===== src/hdl/ftlb_pkg.sv =====
// Shared types and constants of the translation buffer.
// No dependencies; compiled before every other file.
package ftlb_pkg;

    localparam int OP_W        = 2;
    localparam int PAGE_W      = 52;
    localparam int FRAME_W     = 40;
    localparam int OCC_W       = 5;
    localparam int CFG_W       = 5;
    localparam int IDX_MAX_W   = 8;   // covers the largest buffer of 256 entries
    localparam int CNT_W       = 9;   // holds any entry count up to 256
    localparam int ENTRIES_DEF = 16;
    localparam int QUEUE_DEPTH = 2;
    localparam int APB_ADDR_W  = 3;
    localparam int APB_DATA_W  = 32;

    localparam logic [CFG_W-1:0] ENTRIES_RESET      = 5'd16;
    localparam logic             REG_ENTRIES_IN_USE = 1'b0;

    typedef enum logic [OP_W-1:0] {
        OP_LOOKUP     = 2'd0,
        OP_INSERT     = 2'd1,
        OP_INVALIDATE = 2'd2
    } t_op;

    // Classified command handed from front to back
    typedef struct packed {
        t_op                  op;
        logic [PAGE_W-1:0]    page;
        logic [FRAME_W-1:0]   frame;
        logic                 hit;
        logic [IDX_MAX_W-1:0] idx;
    } t_cmd;

endpackage


===== src/hdl/ftlb_in_if.sv =====
// Request channel: valid/ready handshake carrying one buffer operation.
// Depends on ftlb_pkg.
interface ftlb_in_if;
    import ftlb_pkg::*;

    logic               valid;
    logic               ready;
    logic [OP_W-1:0]    opcode;
    logic [PAGE_W-1:0]  page_number;
    logic [FRAME_W-1:0] frame_in;

    modport source (output valid, opcode, page_number, frame_in, input ready);
    modport sink   (input valid, opcode, page_number, frame_in, output ready);
endinterface


===== src/hdl/ftlb_out_if.sv =====
// Response channel: valid/ready handshake carrying one result word.
// Depends on ftlb_pkg.
interface ftlb_out_if;
    import ftlb_pkg::*;

    logic               valid;
    logic               ready;
    logic               hit;
    logic [FRAME_W-1:0] frame_out;
    logic [OCC_W-1:0]   occupancy;

    modport source (output valid, hit, frame_out, occupancy, input ready);
    modport sink   (input valid, hit, frame_out, occupancy, output ready);
endinterface


===== src/hdl/ftlb_ram.sv =====
// Generic simple dual-port RAM: one write port, one read port, registered read.
// No dependencies.
module ftlb_ram #(
    parameter int WIDTH = 8,
    parameter int DEPTH = 16,
    parameter int AW    = (DEPTH > 1) ? $clog2(DEPTH) : 1
) (
    input  logic             i_clk,
    input  logic             i_we,
    input  logic [AW-1:0]    i_waddr,
    input  logic [WIDTH-1:0] i_wdata,
    input  logic             i_re,
    input  logic [AW-1:0]    i_raddr,
    output logic [WIDTH-1:0] o_rdata
);
    logic [WIDTH-1:0] r_mem [DEPTH];
    logic [WIDTH-1:0] r_rdata;

    always_ff @(posedge i_clk) begin
        if (i_we) begin
            r_mem[i_waddr] <= i_wdata;
        end
        // hold read data until the next read
        if (i_re) begin
            r_rdata <= r_mem[i_raddr];
        end
    end

    assign o_rdata = r_rdata;
endmodule


===== src/hdl/ftlb_queue.sv =====
// Short command queue between the classifying front and executing back.
// Depends on ftlb_pkg.
module ftlb_queue #(
    parameter int DEPTH = ftlb_pkg::QUEUE_DEPTH
) (
    input  logic          i_clk,
    input  logic          i_rst_n,
    input  logic          i_push,
    input  ftlb_pkg::t_cmd i_cmd,
    input  logic          i_pop,
    output ftlb_pkg::t_cmd o_head,
    output logic          o_empty
);
    import ftlb_pkg::*;

    localparam int AW = (DEPTH > 1) ? $clog2(DEPTH) : 1;
    localparam int CW = $clog2(DEPTH + 1);

    t_cmd            r_mem [DEPTH];
    logic [AW-1:0]   r_wr, r_rd, n_wr, n_rd;
    logic [CW-1:0]   r_count, n_count;
    logic            w_full, w_push, w_pop;

    assign o_empty = (r_count == '0);
    assign w_full  = (r_count == CW'(DEPTH));
    assign w_push  = i_push && !w_full;
    assign w_pop   = i_pop && !o_empty;
    assign o_head  = r_mem[r_rd];

    always_comb begin
        n_wr    = r_wr;
        n_rd    = r_rd;
        n_count = r_count;
        if (w_push) begin
            n_wr = (r_wr == AW'(DEPTH - 1)) ? '0 : r_wr + 1'b1;
        end
        if (w_pop) begin
            n_rd = (r_rd == AW'(DEPTH - 1)) ? '0 : r_rd + 1'b1;
        end
        if (w_push && !w_pop) begin
            n_count = r_count + 1'b1;
        end else if (w_pop && !w_push) begin
            n_count = r_count - 1'b1;
        end
    end

    always_ff @(posedge i_clk) begin
        if (!i_rst_n) begin
            r_wr    <= '0;
            r_rd    <= '0;
            r_count <= '0;
        end else begin
            r_wr    <= n_wr;
            r_rd    <= n_rd;
            r_count <= n_count;
        end
    end

    always_ff @(posedge i_clk) begin
        if (w_push) begin
            r_mem[r_wr] <= i_cmd;
        end
    end
endmodule


===== src/hdl/ftlb_front.sv =====
// Front end: accepts a request, compares its page against every entry in use,
// picks the lowest matching slot and pushes a classified command. Uses ftlb_pkg.
module ftlb_front #(
    parameter int ENTRIES = ftlb_pkg::ENTRIES_DEF
) (
    input  logic                       i_clk,
    input  logic                       i_rst_n,
    ftlb_in_if.sink                    i_in,
    input  logic [ftlb_pkg::CFG_W-1:0] i_active,
    input  logic [ENTRIES-1:0]         i_valid,
    input  logic [ftlb_pkg::PAGE_W-1:0] i_tags [ENTRIES],
    input  logic                       i_commit,
    output logic                       o_push,
    output ftlb_pkg::t_cmd             o_cmd
);
    import ftlb_pkg::*;

    logic                 r_busy, n_busy;
    logic                 r_s1_valid, r_s2_valid;
    t_op                  r_s1_op, r_s2_op;
    logic [PAGE_W-1:0]    r_s1_page, r_s2_page;
    logic [FRAME_W-1:0]   r_s1_frame, r_s2_frame;
    logic [ENTRIES-1:0]   r_match, n_match;
    logic                 w_accept;
    logic                 w_hit;
    logic [IDX_MAX_W-1:0] w_idx;

    // one request in flight until the back end commits it
    assign i_in.ready = !r_busy || i_commit;
    assign w_accept   = i_in.valid && i_in.ready;

    always_comb begin
        n_busy = r_busy;
        if (w_accept) begin
            n_busy = 1'b1;
        end else if (i_commit) begin
            n_busy = 1'b0;
        end
    end

    always_comb begin
        for (int i = 0; i < ENTRIES; i++) begin
            n_match[i] = i_valid[i] && (CNT_W'(i) < CNT_W'(i_active))
                         && (i_tags[i] == r_s1_page);
        end
    end

    // lowest matching slot wins
    always_comb begin
        w_hit = 1'b0;
        w_idx = '0;
        for (int i = ENTRIES - 1; i >= 0; i--) begin
            if (r_match[i]) begin
                w_hit = 1'b1;
                w_idx = IDX_MAX_W'(i);
            end
        end
    end

    always_ff @(posedge i_clk) begin
        if (!i_rst_n) begin
            r_busy     <= 1'b0;
            r_s1_valid <= 1'b0;
            r_s2_valid <= 1'b0;
        end else begin
            r_busy     <= n_busy;
            r_s1_valid <= w_accept;
            r_s2_valid <= r_s1_valid;
        end
    end

    always_ff @(posedge i_clk) begin
        if (w_accept) begin
            r_s1_op    <= t_op'(i_in.opcode);
            r_s1_page  <= i_in.page_number;
            r_s1_frame <= i_in.frame_in;
        end
        if (r_s1_valid) begin
            r_s2_op    <= r_s1_op;
            r_s2_page  <= r_s1_page;
            r_s2_frame <= r_s1_frame;
            r_match    <= n_match;
        end
    end

    assign o_push      = r_s2_valid;
    assign o_cmd.op    = r_s2_op;
    assign o_cmd.page  = r_s2_page;
    assign o_cmd.frame = r_s2_frame;
    assign o_cmd.hit   = w_hit;
    assign o_cmd.idx   = w_idx;
endmodule


===== src/hdl/ftlb_back.sv =====
// Back end: pops a command, updates tags, valid bits, pointer and fill count,
// drives the frame RAM and holds the result word. Uses ftlb_pkg, ftlb_ram.
module ftlb_back #(
    parameter int ENTRIES = ftlb_pkg::ENTRIES_DEF
) (
    input  logic                        i_clk,
    input  logic                        i_rst_n,
    input  ftlb_pkg::t_cmd              i_cmd,
    input  logic                        i_empty,
    output logic                        o_pop,
    input  logic [ftlb_pkg::CFG_W-1:0]  i_active,
    output logic [ENTRIES-1:0]          o_valid,
    output logic [ftlb_pkg::PAGE_W-1:0] o_tags [ENTRIES],
    ftlb_out_if.source                  o_out
);
    import ftlb_pkg::*;

    localparam int PW = (ENTRIES > 1) ? $clog2(ENTRIES) : 1;

    logic [PAGE_W-1:0]  r_tags [ENTRIES];
    logic [ENTRIES-1:0] r_valid, n_valid;
    logic [PW-1:0]      r_ptr, n_ptr;
    logic [OCC_W-1:0]   r_fill, n_fill;
    logic               r_out_valid;
    logic               r_out_hit, n_out_hit;
    logic               r_out_sel, n_out_sel;
    logic [OCC_W-1:0]   r_out_occ;
    logic [CNT_W-1:0]   w_ptr_ext, w_n_ext, w_slot_ext, w_next_ext;
    logic [PW-1:0]      w_slot;
    logic [PW-1:0]      w_idx;
    logic               w_enabled;
    logic               w_we, w_re;
    logic [FRAME_W-1:0] w_rdata;

    assign o_pop     = !i_empty && (!r_out_valid || o_out.ready);
    assign w_enabled = (i_active != '0);
    assign w_idx     = i_cmd.idx[PW-1:0];

    // an out-of-range pointer restarts at slot zero
    assign w_ptr_ext  = CNT_W'(r_ptr);
    assign w_n_ext    = CNT_W'(i_active);
    assign w_slot_ext = (w_ptr_ext >= w_n_ext) ? '0 : w_ptr_ext;
    assign w_next_ext = w_slot_ext + 1'b1;
    assign w_slot     = w_slot_ext[PW-1:0];

    always_comb begin
        n_valid   = r_valid;
        n_ptr     = r_ptr;
        n_fill    = r_fill;
        n_out_hit = 1'b0;
        n_out_sel = 1'b0;
        w_we      = 1'b0;
        w_re      = 1'b0;
        if (o_pop && w_enabled) begin
            case (i_cmd.op)
                OP_LOOKUP: begin
                    n_out_hit = i_cmd.hit;
                    n_out_sel = i_cmd.hit;
                    w_re      = i_cmd.hit;
                end
                OP_INSERT: begin
                    w_we            = 1'b1;
                    n_valid[w_slot] = 1'b1;
                    n_ptr = (w_next_ext >= w_n_ext) ? '0 : w_next_ext[PW-1:0];
                    if (r_fill < i_active) begin
                        n_fill = r_fill + 1'b1;
                    end
                end
                OP_INVALIDATE: begin
                    n_out_hit = i_cmd.hit;
                    if (i_cmd.hit) begin
                        n_valid[w_idx] = 1'b0;
                    end
                end
                default: begin
                end
            endcase
        end
    end

    always_ff @(posedge i_clk) begin
        if (!i_rst_n) begin
            r_valid     <= '0;
            r_ptr       <= '0;
            r_fill      <= '0;
            r_out_valid <= 1'b0;
        end else begin
            r_valid <= n_valid;
            r_ptr   <= n_ptr;
            r_fill  <= n_fill;
            if (o_pop) begin
                r_out_valid <= 1'b1;
            end else if (o_out.ready) begin
                r_out_valid <= 1'b0;
            end
        end
    end

    always_ff @(posedge i_clk) begin
        if (w_we) begin
            r_tags[w_slot] <= i_cmd.page;
        end
        if (o_pop) begin
            r_out_hit <= n_out_hit;
            r_out_sel <= n_out_sel;
            r_out_occ <= n_fill;
        end
    end

    ftlb_ram #(
        .WIDTH (FRAME_W),
        .DEPTH (ENTRIES)
    ) u_frame_ram (
        .i_clk   (i_clk),
        .i_we    (w_we),
        .i_waddr (w_slot),
        .i_wdata (i_cmd.frame),
        .i_re    (w_re),
        .i_raddr (w_idx),
        .o_rdata (w_rdata)
    );

    assign o_valid = r_valid;
    assign o_tags  = r_tags;

    assign o_out.valid     = r_out_valid;
    assign o_out.hit       = r_out_hit;
    assign o_out.frame_out = r_out_sel ? w_rdata : '0;
    assign o_out.occupancy = r_out_occ;
endmodule


===== src/hdl/fifo_tlb_core.sv =====
// Top level of the fully associative translation buffer with FIFO replacement.
// Depends on ftlb_pkg, ftlb_in_if, ftlb_out_if, ftlb_front, ftlb_queue, ftlb_back.
//
//  Channel   Dir  Handshake               Word
//  i_in      in   valid/ready             opcode, page_number, frame_in
//  o_out     out  valid/ready             hit, frame_out, occupancy
//  APB       in   psel/penable, pready=1  entries_in_use at byte address 0
//
// A request passes from acceptance to result in steps: its page is compared
// against all entries, the lowest match is picked and the command queued, and the
// back end carries it out and registers the result word.
// The next request is taken in the cycle the back end commits the previous one,
// so a new request is not taken before the previous one has been carried out.
// Reset (synchronous) clears valid bits, pointer and fill count at once.
// A stalled output holds its word; the queue holds the next command meanwhile.
module fifo_tlb_core #(
    parameter int ENTRIES = ftlb_pkg::ENTRIES_DEF
) (
    input  logic                            i_clk,
    input  logic                            i_rst_n,
    ftlb_in_if.sink                         i_in,
    ftlb_out_if.source                      o_out,
    input  logic                            psel,
    input  logic                            penable,
    input  logic                            pwrite,
    input  logic [ftlb_pkg::APB_ADDR_W-1:0] paddr,
    input  logic [ftlb_pkg::APB_DATA_W-1:0] pwdata,
    output logic [ftlb_pkg::APB_DATA_W-1:0] prdata,
    output logic                            pready
);
    import ftlb_pkg::*;

    logic [CFG_W-1:0]   r_entries;
    logic [CFG_W-1:0]   w_active;
    logic               w_reg_sel;
    logic [ENTRIES-1:0] w_valid;
    logic [PAGE_W-1:0]  w_tags [ENTRIES];
    logic               w_push, w_pop, w_empty;
    t_cmd               w_cmd_in, w_cmd_head;

    assign pready    = 1'b1;
    assign w_reg_sel = (paddr[2] == REG_ENTRIES_IN_USE);

    always_ff @(posedge i_clk) begin
        if (!i_rst_n) begin
            r_entries <= ENTRIES_RESET;
        end else if (psel && penable && pwrite && pready && w_reg_sel) begin
            r_entries <= pwdata[CFG_W-1:0];
        end
    end

    assign prdata = w_reg_sel ? APB_DATA_W'(r_entries) : '0;

    // clamp to the physical entry count
    assign w_active = (CNT_W'(r_entries) > CNT_W'(ENTRIES)) ? CFG_W'(ENTRIES) : r_entries;

    ftlb_front #(
        .ENTRIES (ENTRIES)
    ) u_front (
        .i_clk    (i_clk),
        .i_rst_n  (i_rst_n),
        .i_in     (i_in),
        .i_active (w_active),
        .i_valid  (w_valid),
        .i_tags   (w_tags),
        .i_commit (w_pop),
        .o_push   (w_push),
        .o_cmd    (w_cmd_in)
    );

    ftlb_queue #(
        .DEPTH (QUEUE_DEPTH)
    ) u_queue (
        .i_clk   (i_clk),
        .i_rst_n (i_rst_n),
        .i_push  (w_push),
        .i_cmd   (w_cmd_in),
        .i_pop   (w_pop),
        .o_head  (w_cmd_head),
        .o_empty (w_empty)
    );

    ftlb_back #(
        .ENTRIES (ENTRIES)
    ) u_back (
        .i_clk    (i_clk),
        .i_rst_n  (i_rst_n),
        .i_cmd    (w_cmd_head),
        .i_empty  (w_empty),
        .o_pop    (w_pop),
        .i_active (w_active),
        .o_valid  (w_valid),
        .o_tags   (w_tags),
        .o_out    (o_out)
    );
endmodule


===== src/flat_wrapper.sv =====
// flat-port wrapper written by rule: the top's interface ports become plain ports
module fifo_tlb_core_flat import ftlb_pkg::*;
#(
    parameter int ENTRIES = ftlb_pkg::ENTRIES_DEF
)
  (i_clk, i_rst_n, psel, penable, pwrite, paddr, pwdata, prdata, pready, i_in_valid, i_in_opcode, i_in_page_number, i_in_frame_in, i_in_ready, o_out_valid, o_out_hit, o_out_frame_out, o_out_occupancy, o_out_ready);
  ftlb_in_if i_in_i ();
  ftlb_out_if o_out_i ();
  input  logic i_clk;
  input  logic i_rst_n;
  input  logic psel;
  input  logic penable;
  input  logic pwrite;
  input  logic [ftlb_pkg::APB_ADDR_W-1:0] paddr;
  input  logic [ftlb_pkg::APB_DATA_W-1:0] pwdata;
  output logic [ftlb_pkg::APB_DATA_W-1:0] prdata;
  output logic pready;
  input wire logic [$bits(i_in_i.valid)-1:0] i_in_valid;
  input wire logic [$bits(i_in_i.opcode)-1:0] i_in_opcode;
  input wire logic [$bits(i_in_i.page_number)-1:0] i_in_page_number;
  input wire logic [$bits(i_in_i.frame_in)-1:0] i_in_frame_in;
  output wire logic [$bits(i_in_i.ready)-1:0] i_in_ready;
  output wire logic [$bits(o_out_i.valid)-1:0] o_out_valid;
  output wire logic [$bits(o_out_i.hit)-1:0] o_out_hit;
  output wire logic [$bits(o_out_i.frame_out)-1:0] o_out_frame_out;
  output wire logic [$bits(o_out_i.occupancy)-1:0] o_out_occupancy;
  input wire logic [$bits(o_out_i.ready)-1:0] o_out_ready;
  assign i_in_i.valid = i_in_valid;
  assign i_in_i.opcode = i_in_opcode;
  assign i_in_i.page_number = i_in_page_number;
  assign i_in_i.frame_in = i_in_frame_in;
  assign i_in_ready = i_in_i.ready;
  assign o_out_valid = o_out_i.valid;
  assign o_out_hit = o_out_i.hit;
  assign o_out_frame_out = o_out_i.frame_out;
  assign o_out_occupancy = o_out_i.occupancy;
  assign o_out_i.ready = o_out_ready;
  fifo_tlb_core #(.ENTRIES(ENTRIES)) u_core (.i_clk(i_clk), .i_rst_n(i_rst_n), .i_in(i_in_i), .o_out(o_out_i), .psel(psel), .penable(penable), .pwrite(pwrite), .paddr(paddr), .pwdata(pwdata), .prdata(prdata), .pready(pready));
endmodule

===== config.mk =====
export PLATFORM = sky130hd
export DESIGN_NAME = fifo_tlb_core_flat
export DESIGN_NICKNAME = d
export VERILOG_FILES = /design/src/hdl/ftlb_pkg.sv /design/src/hdl/ftlb_in_if.sv /design/src/hdl/ftlb_out_if.sv /design/src/hdl/ftlb_ram.sv /design/src/hdl/ftlb_queue.sv /design/src/hdl/ftlb_front.sv /design/src/hdl/ftlb_back.sv /design/src/hdl/fifo_tlb_core.sv /design/src/flat_wrapper.sv
export SDC_FILE = /design/constraint.sdc
export NUM_CORES = 2
export LEC_CHECK = 0
export ABC_CLOCK_PERIOD_IN_PS = 19540
export BUFFER_PORTS_ARGS = -buffer_cell sky130_fd_sc_hd__buf_2
export CAP_MARGIN = 25
export CELL_PAD_IN_SITES_DETAIL_PLACEMENT = 1
export CELL_PAD_IN_SITES_GLOBAL_PLACEMENT = 1
export CORE_UTILIZATION = 50
export DETAILED_ROUTE_END_ITERATION = 6
export PLACE_DENSITY = 0.78
export SYNTH_ARGS = -nofsm -noshare
export SYNTH_HDL_FRONTEND = slang
export SYNTH_SLANG_ARGS = --single-unit

===== constraint.sdc =====
create_clock -name i_clk -period 19.54 [get_ports i_clk]
set_clock_uncertainty 0.2 [all_clocks]
set_input_delay 0.977 -clock i_clk [delete_from_list [all_inputs] [get_ports i_clk]]
set_output_delay 0.977 -clock i_clk [all_outputs]
set_load 0.01 [all_outputs]

==> flow_summary.json <==
{
  "drt_iter0_markers": 5544,
  "critPathArrivalTime_ns": 5.62,
  "power_density_nw_per_um2": 119.8,
  "io_pins": 217,
  "clk_latency_ns": 0.84,
  "syn_area_per_cell_um2": 18.77,
  "die_area_um2": 153800,
  "slowest_delay_ns": 0.89,
  "finalSetupTns_ns": 0,
  "syn_area_um2": 76140,
  "core_area_um2": 150500,
  "fp.dieH_um": 392.2,
  "vias": 41780,
  "end_kind": "flip-flop",
  "grt-ovfl-total": 0,
  "crit_path_frequent_cell": "buf_4",
  "post-cts-setup-buffers": 0,
  "crit_chain": "buf_4, clkinv_1, nand2_1, ha_1, o21ai_0, o21ai_0, nand2_1, nand3_1, nor4_2, buf_4, buf_4",
  "tightest_slew_ns": 1.294,
  "dp.cells": 6160,
  "post-dp-hpwl_um": 128500,
  "postCtsHoldBufs": 0,
  "layout_commonest_cell": "edfxtp_1",
  "grt_pass1_wl_um": 323900,
  "ys.flop_type": "edfxtp_1",
  "grt_pass1_vias": 43490,
  "synth_edf_count": 1921,
  "min_from": "i_in_page_number[13]",
  "status": "finished clean",
  "register_area_um2": 58470,
  "leakage_nw": 27.72,
  "fin_crit_ns": 5.391,
  "dpl-instance-area_um2": 79650,
  "crit_type": "flip-flop to flip-flop",
  "final_cell_mix": "edfxtp_1 (1921), xor2_1 (457), xnor2_1 (284), clkbuf_16 (195), buf_2 (163)",
  "ir_drop_mv": 0.1024,
  "antenna_found_initial": 20,
  "avgViaCountPerCell": 6.401,
  "wl_um": 234500,
  "cts.clk_slew.worst_paths_ns": 0.06,
  "clock_path_buffers": 3,
  "cts_made_buffers": 193,
  "start_util_pct": 50.59,
  "setup-violations-final": 0,
  "max_freq_ghz": 0.1855,
  "yosysTopAreaCellShare_pct": 75.77,
  "hold_violations": 0,
  "final_util_pct": 57.06,
  "grt_max_degree": 168,
  "synthCells": 4057,
  "area_delta_synth_final_pct": 12.79,
  "grtUsageTotal_pct": 30.50,
  "drc": 0,
  "tritoncts": "built",
  "nNetsFinal": 4494,
  "rsz0062_at_grt": "no",
  "cp_slowest_cell": "buf_4",
  "cts_num_sinks": 1960,
  "cts_root_buffer": "clkbuf_16",
  "multiInputGateArea_um2": 16680,
  "gp_congestion": 0.9396,
  "antenna_left": 0,
  "hold_path_class": "primary input to flip-flop",
  "fin_area_um2": 85870,
  "numPortBuffers": 159,
  "maxCapViolCount": 0,
  "relSlewSlack_pct": 12.94,
  "cts_max_level": 4,
  "die_width_um": 392.2,
  "slew_viol_final": 0,
  "cp_data_required_time_ns": 19.76,
  "critPathLaunchType": "flip-flop",
  "synthTopCellsByArea": "edfxtp_1 (76%), xor2_1 (5.3%), mux4_2 (4.7%)",
  "yosysTopAreaCell": "edfxtp_1",
  "worstPathMaxFanout": 58,
  "yosysUniqueCellTypes": 66,
  "async_reset_ff_share_pct": 0,
  "rows": 142,
  "period_share_pct": 27.59,
  "post_drt_wl_per_cell_um": 35.93,
  "yosys_warnings": 0,
  "drt_first_pass_iters": 6,
  "drive_gt1_share_pct": 18.35,
  "fin_cells": 6527,
  "ys_ff_latch": 1960,
  "nFillCells": 13180,
  "r2r_start": "u_core.r_entries[4]$_SDFFE_PN1P_",
  "critPathLaunch": "u_core.r_entries[4]$_SDFFE_PN1P_",
  "ys_seq_area_share_pct": 76.79,
  "cts_resized": 0
}
-- cells in the mapped netlist, types with 12 or more instances --
cell type and number:
edfxtp_1 1921, xor2_1 457, xnor2_1 284, mux4_2 160
nor4_1 139, nand4_1 103, clkbuf_1 102, mux2_2 96
a22oi_1 87, inv_1 78, nand2_1 73, nor2_1 53
and2_1 44, buf_1 44, dfxtp_1 39, buf_2 36
buf_4 29, o22ai_1 28, nor3_1 22, o21ai_0 21
o2bb2ai_1 19, nand3_1 18, a21oi_1 17, nand2b_1 16
ha_1 15, mux2i_1 13, a221oi_1 12
-- registers in the layout (all words and copies together) (netlist names), 2 cells and up, named ones only --
signal,cells
u_core.r_entries,5
u_core.u_back.o_out.occupancy,5
u_core.u_back.o_tags,832
u_core.u_back.o_valid,16
u_core.u_back.r_fill,5
u_core.u_back.r_ptr,4
u_core.u_back.u_frame_ram.o_rdata,40
u_core.u_back.u_frame_ram.r_mem,640
u_core.u_front.r_match,16
u_core.u_front.r_s1_frame,40
u_core.u_front.r_s1_op,2
u_core.u_front.r_s1_page,52
u_core.u_front.r_s2_frame,40
u_core.u_front.r_s2_op,2
u_core.u_front.r_s2_page,52
u_core.u_queue.r_count,2
u_core.u_queue.r_mem,198
-- final timing paths --
kind / slack, ns / cells after the start / endpoint
setup / recovery: 14.15 / 11 / u_core.u_back.o_tags[176]$_DFFE_PP_
hold / removal: 0.11 / 1 / u_core.u_front.r_s1_page[13]$_DFFE_PP_
setup reg to reg: 14.15 / 11 / u_core.u_back.o_tags[176]$_DFFE_PP_
hold reg to reg: 0.22 / 0 / u_core.u_front.r_s2_frame[37]$_DFFE_PP_
-- metal layers --
layer / up-vias / share of wire [%] / GRT usage [%]
met3: 747 / 10 / 5.795
li1: 16340 / - / -
met1: 21800 / 35 / 38.74
met5: - / 0.018 / 0
met4: 8 / 6.5 / 17.61
met2: 2886 / 48 / 49.27
-- final cells by class --
class                   count  area share (%)
clock inverters           109           1.214
clock buffers             251           5.974
diodes                      3        0.008742
multi-input cells        1830           19.43
inverters                  80          0.3526
well taps                2016           2.937
flip-flops and latches   1960           68.09
repair buffers            278           1.993
-- metrics by stage --
stage               setup slack [ns]  power, mW  hold WS, ns
finish                         14.15      10.29       0.1069
global route                   13.99      10.49      0.09650
CTS                            14.27      10.28      0.08084
detailed placement             14.29      6.648       0.2057
global placement               14.35      6.584       0.2047
floorplan                      7.881      5.953       0.2003
-- worst max-delay path: cells and delay by family (launching register included) --
family          cells  cell delay, ns
buf+inv             4            2.22
simple gates        4            1.64
fa+ha+maj           1            0.28
compound gates      2            0.27
flops               1            0.31
-- cell families after synthesis --
kind of cell             count (synthesis)  synth area share [%]
adder cells (fa/ha/maj)                 15                0.2465
multiplexers                           269                 6.324
AO/OA/AOI/OAI                          267                 2.628
flip-flops                            1960                 76.79
buffers and inverters                  293                 1.666
other                                    2              0.009864
XOR/XNOR                               741                 8.524
AND/OR/NAND/NOR                        510                 3.809
-- report_power, final --
part	internal, mW	switching, mW	total (mW)	leakage, nW
clock	2.08	1.59	3.67	3.00
sequential	4.98	0.0632	5.04	17.7
combinational	0.426	1.15	1.57	7.01
No activity file was read; power rests on OpenSTA's default activity.
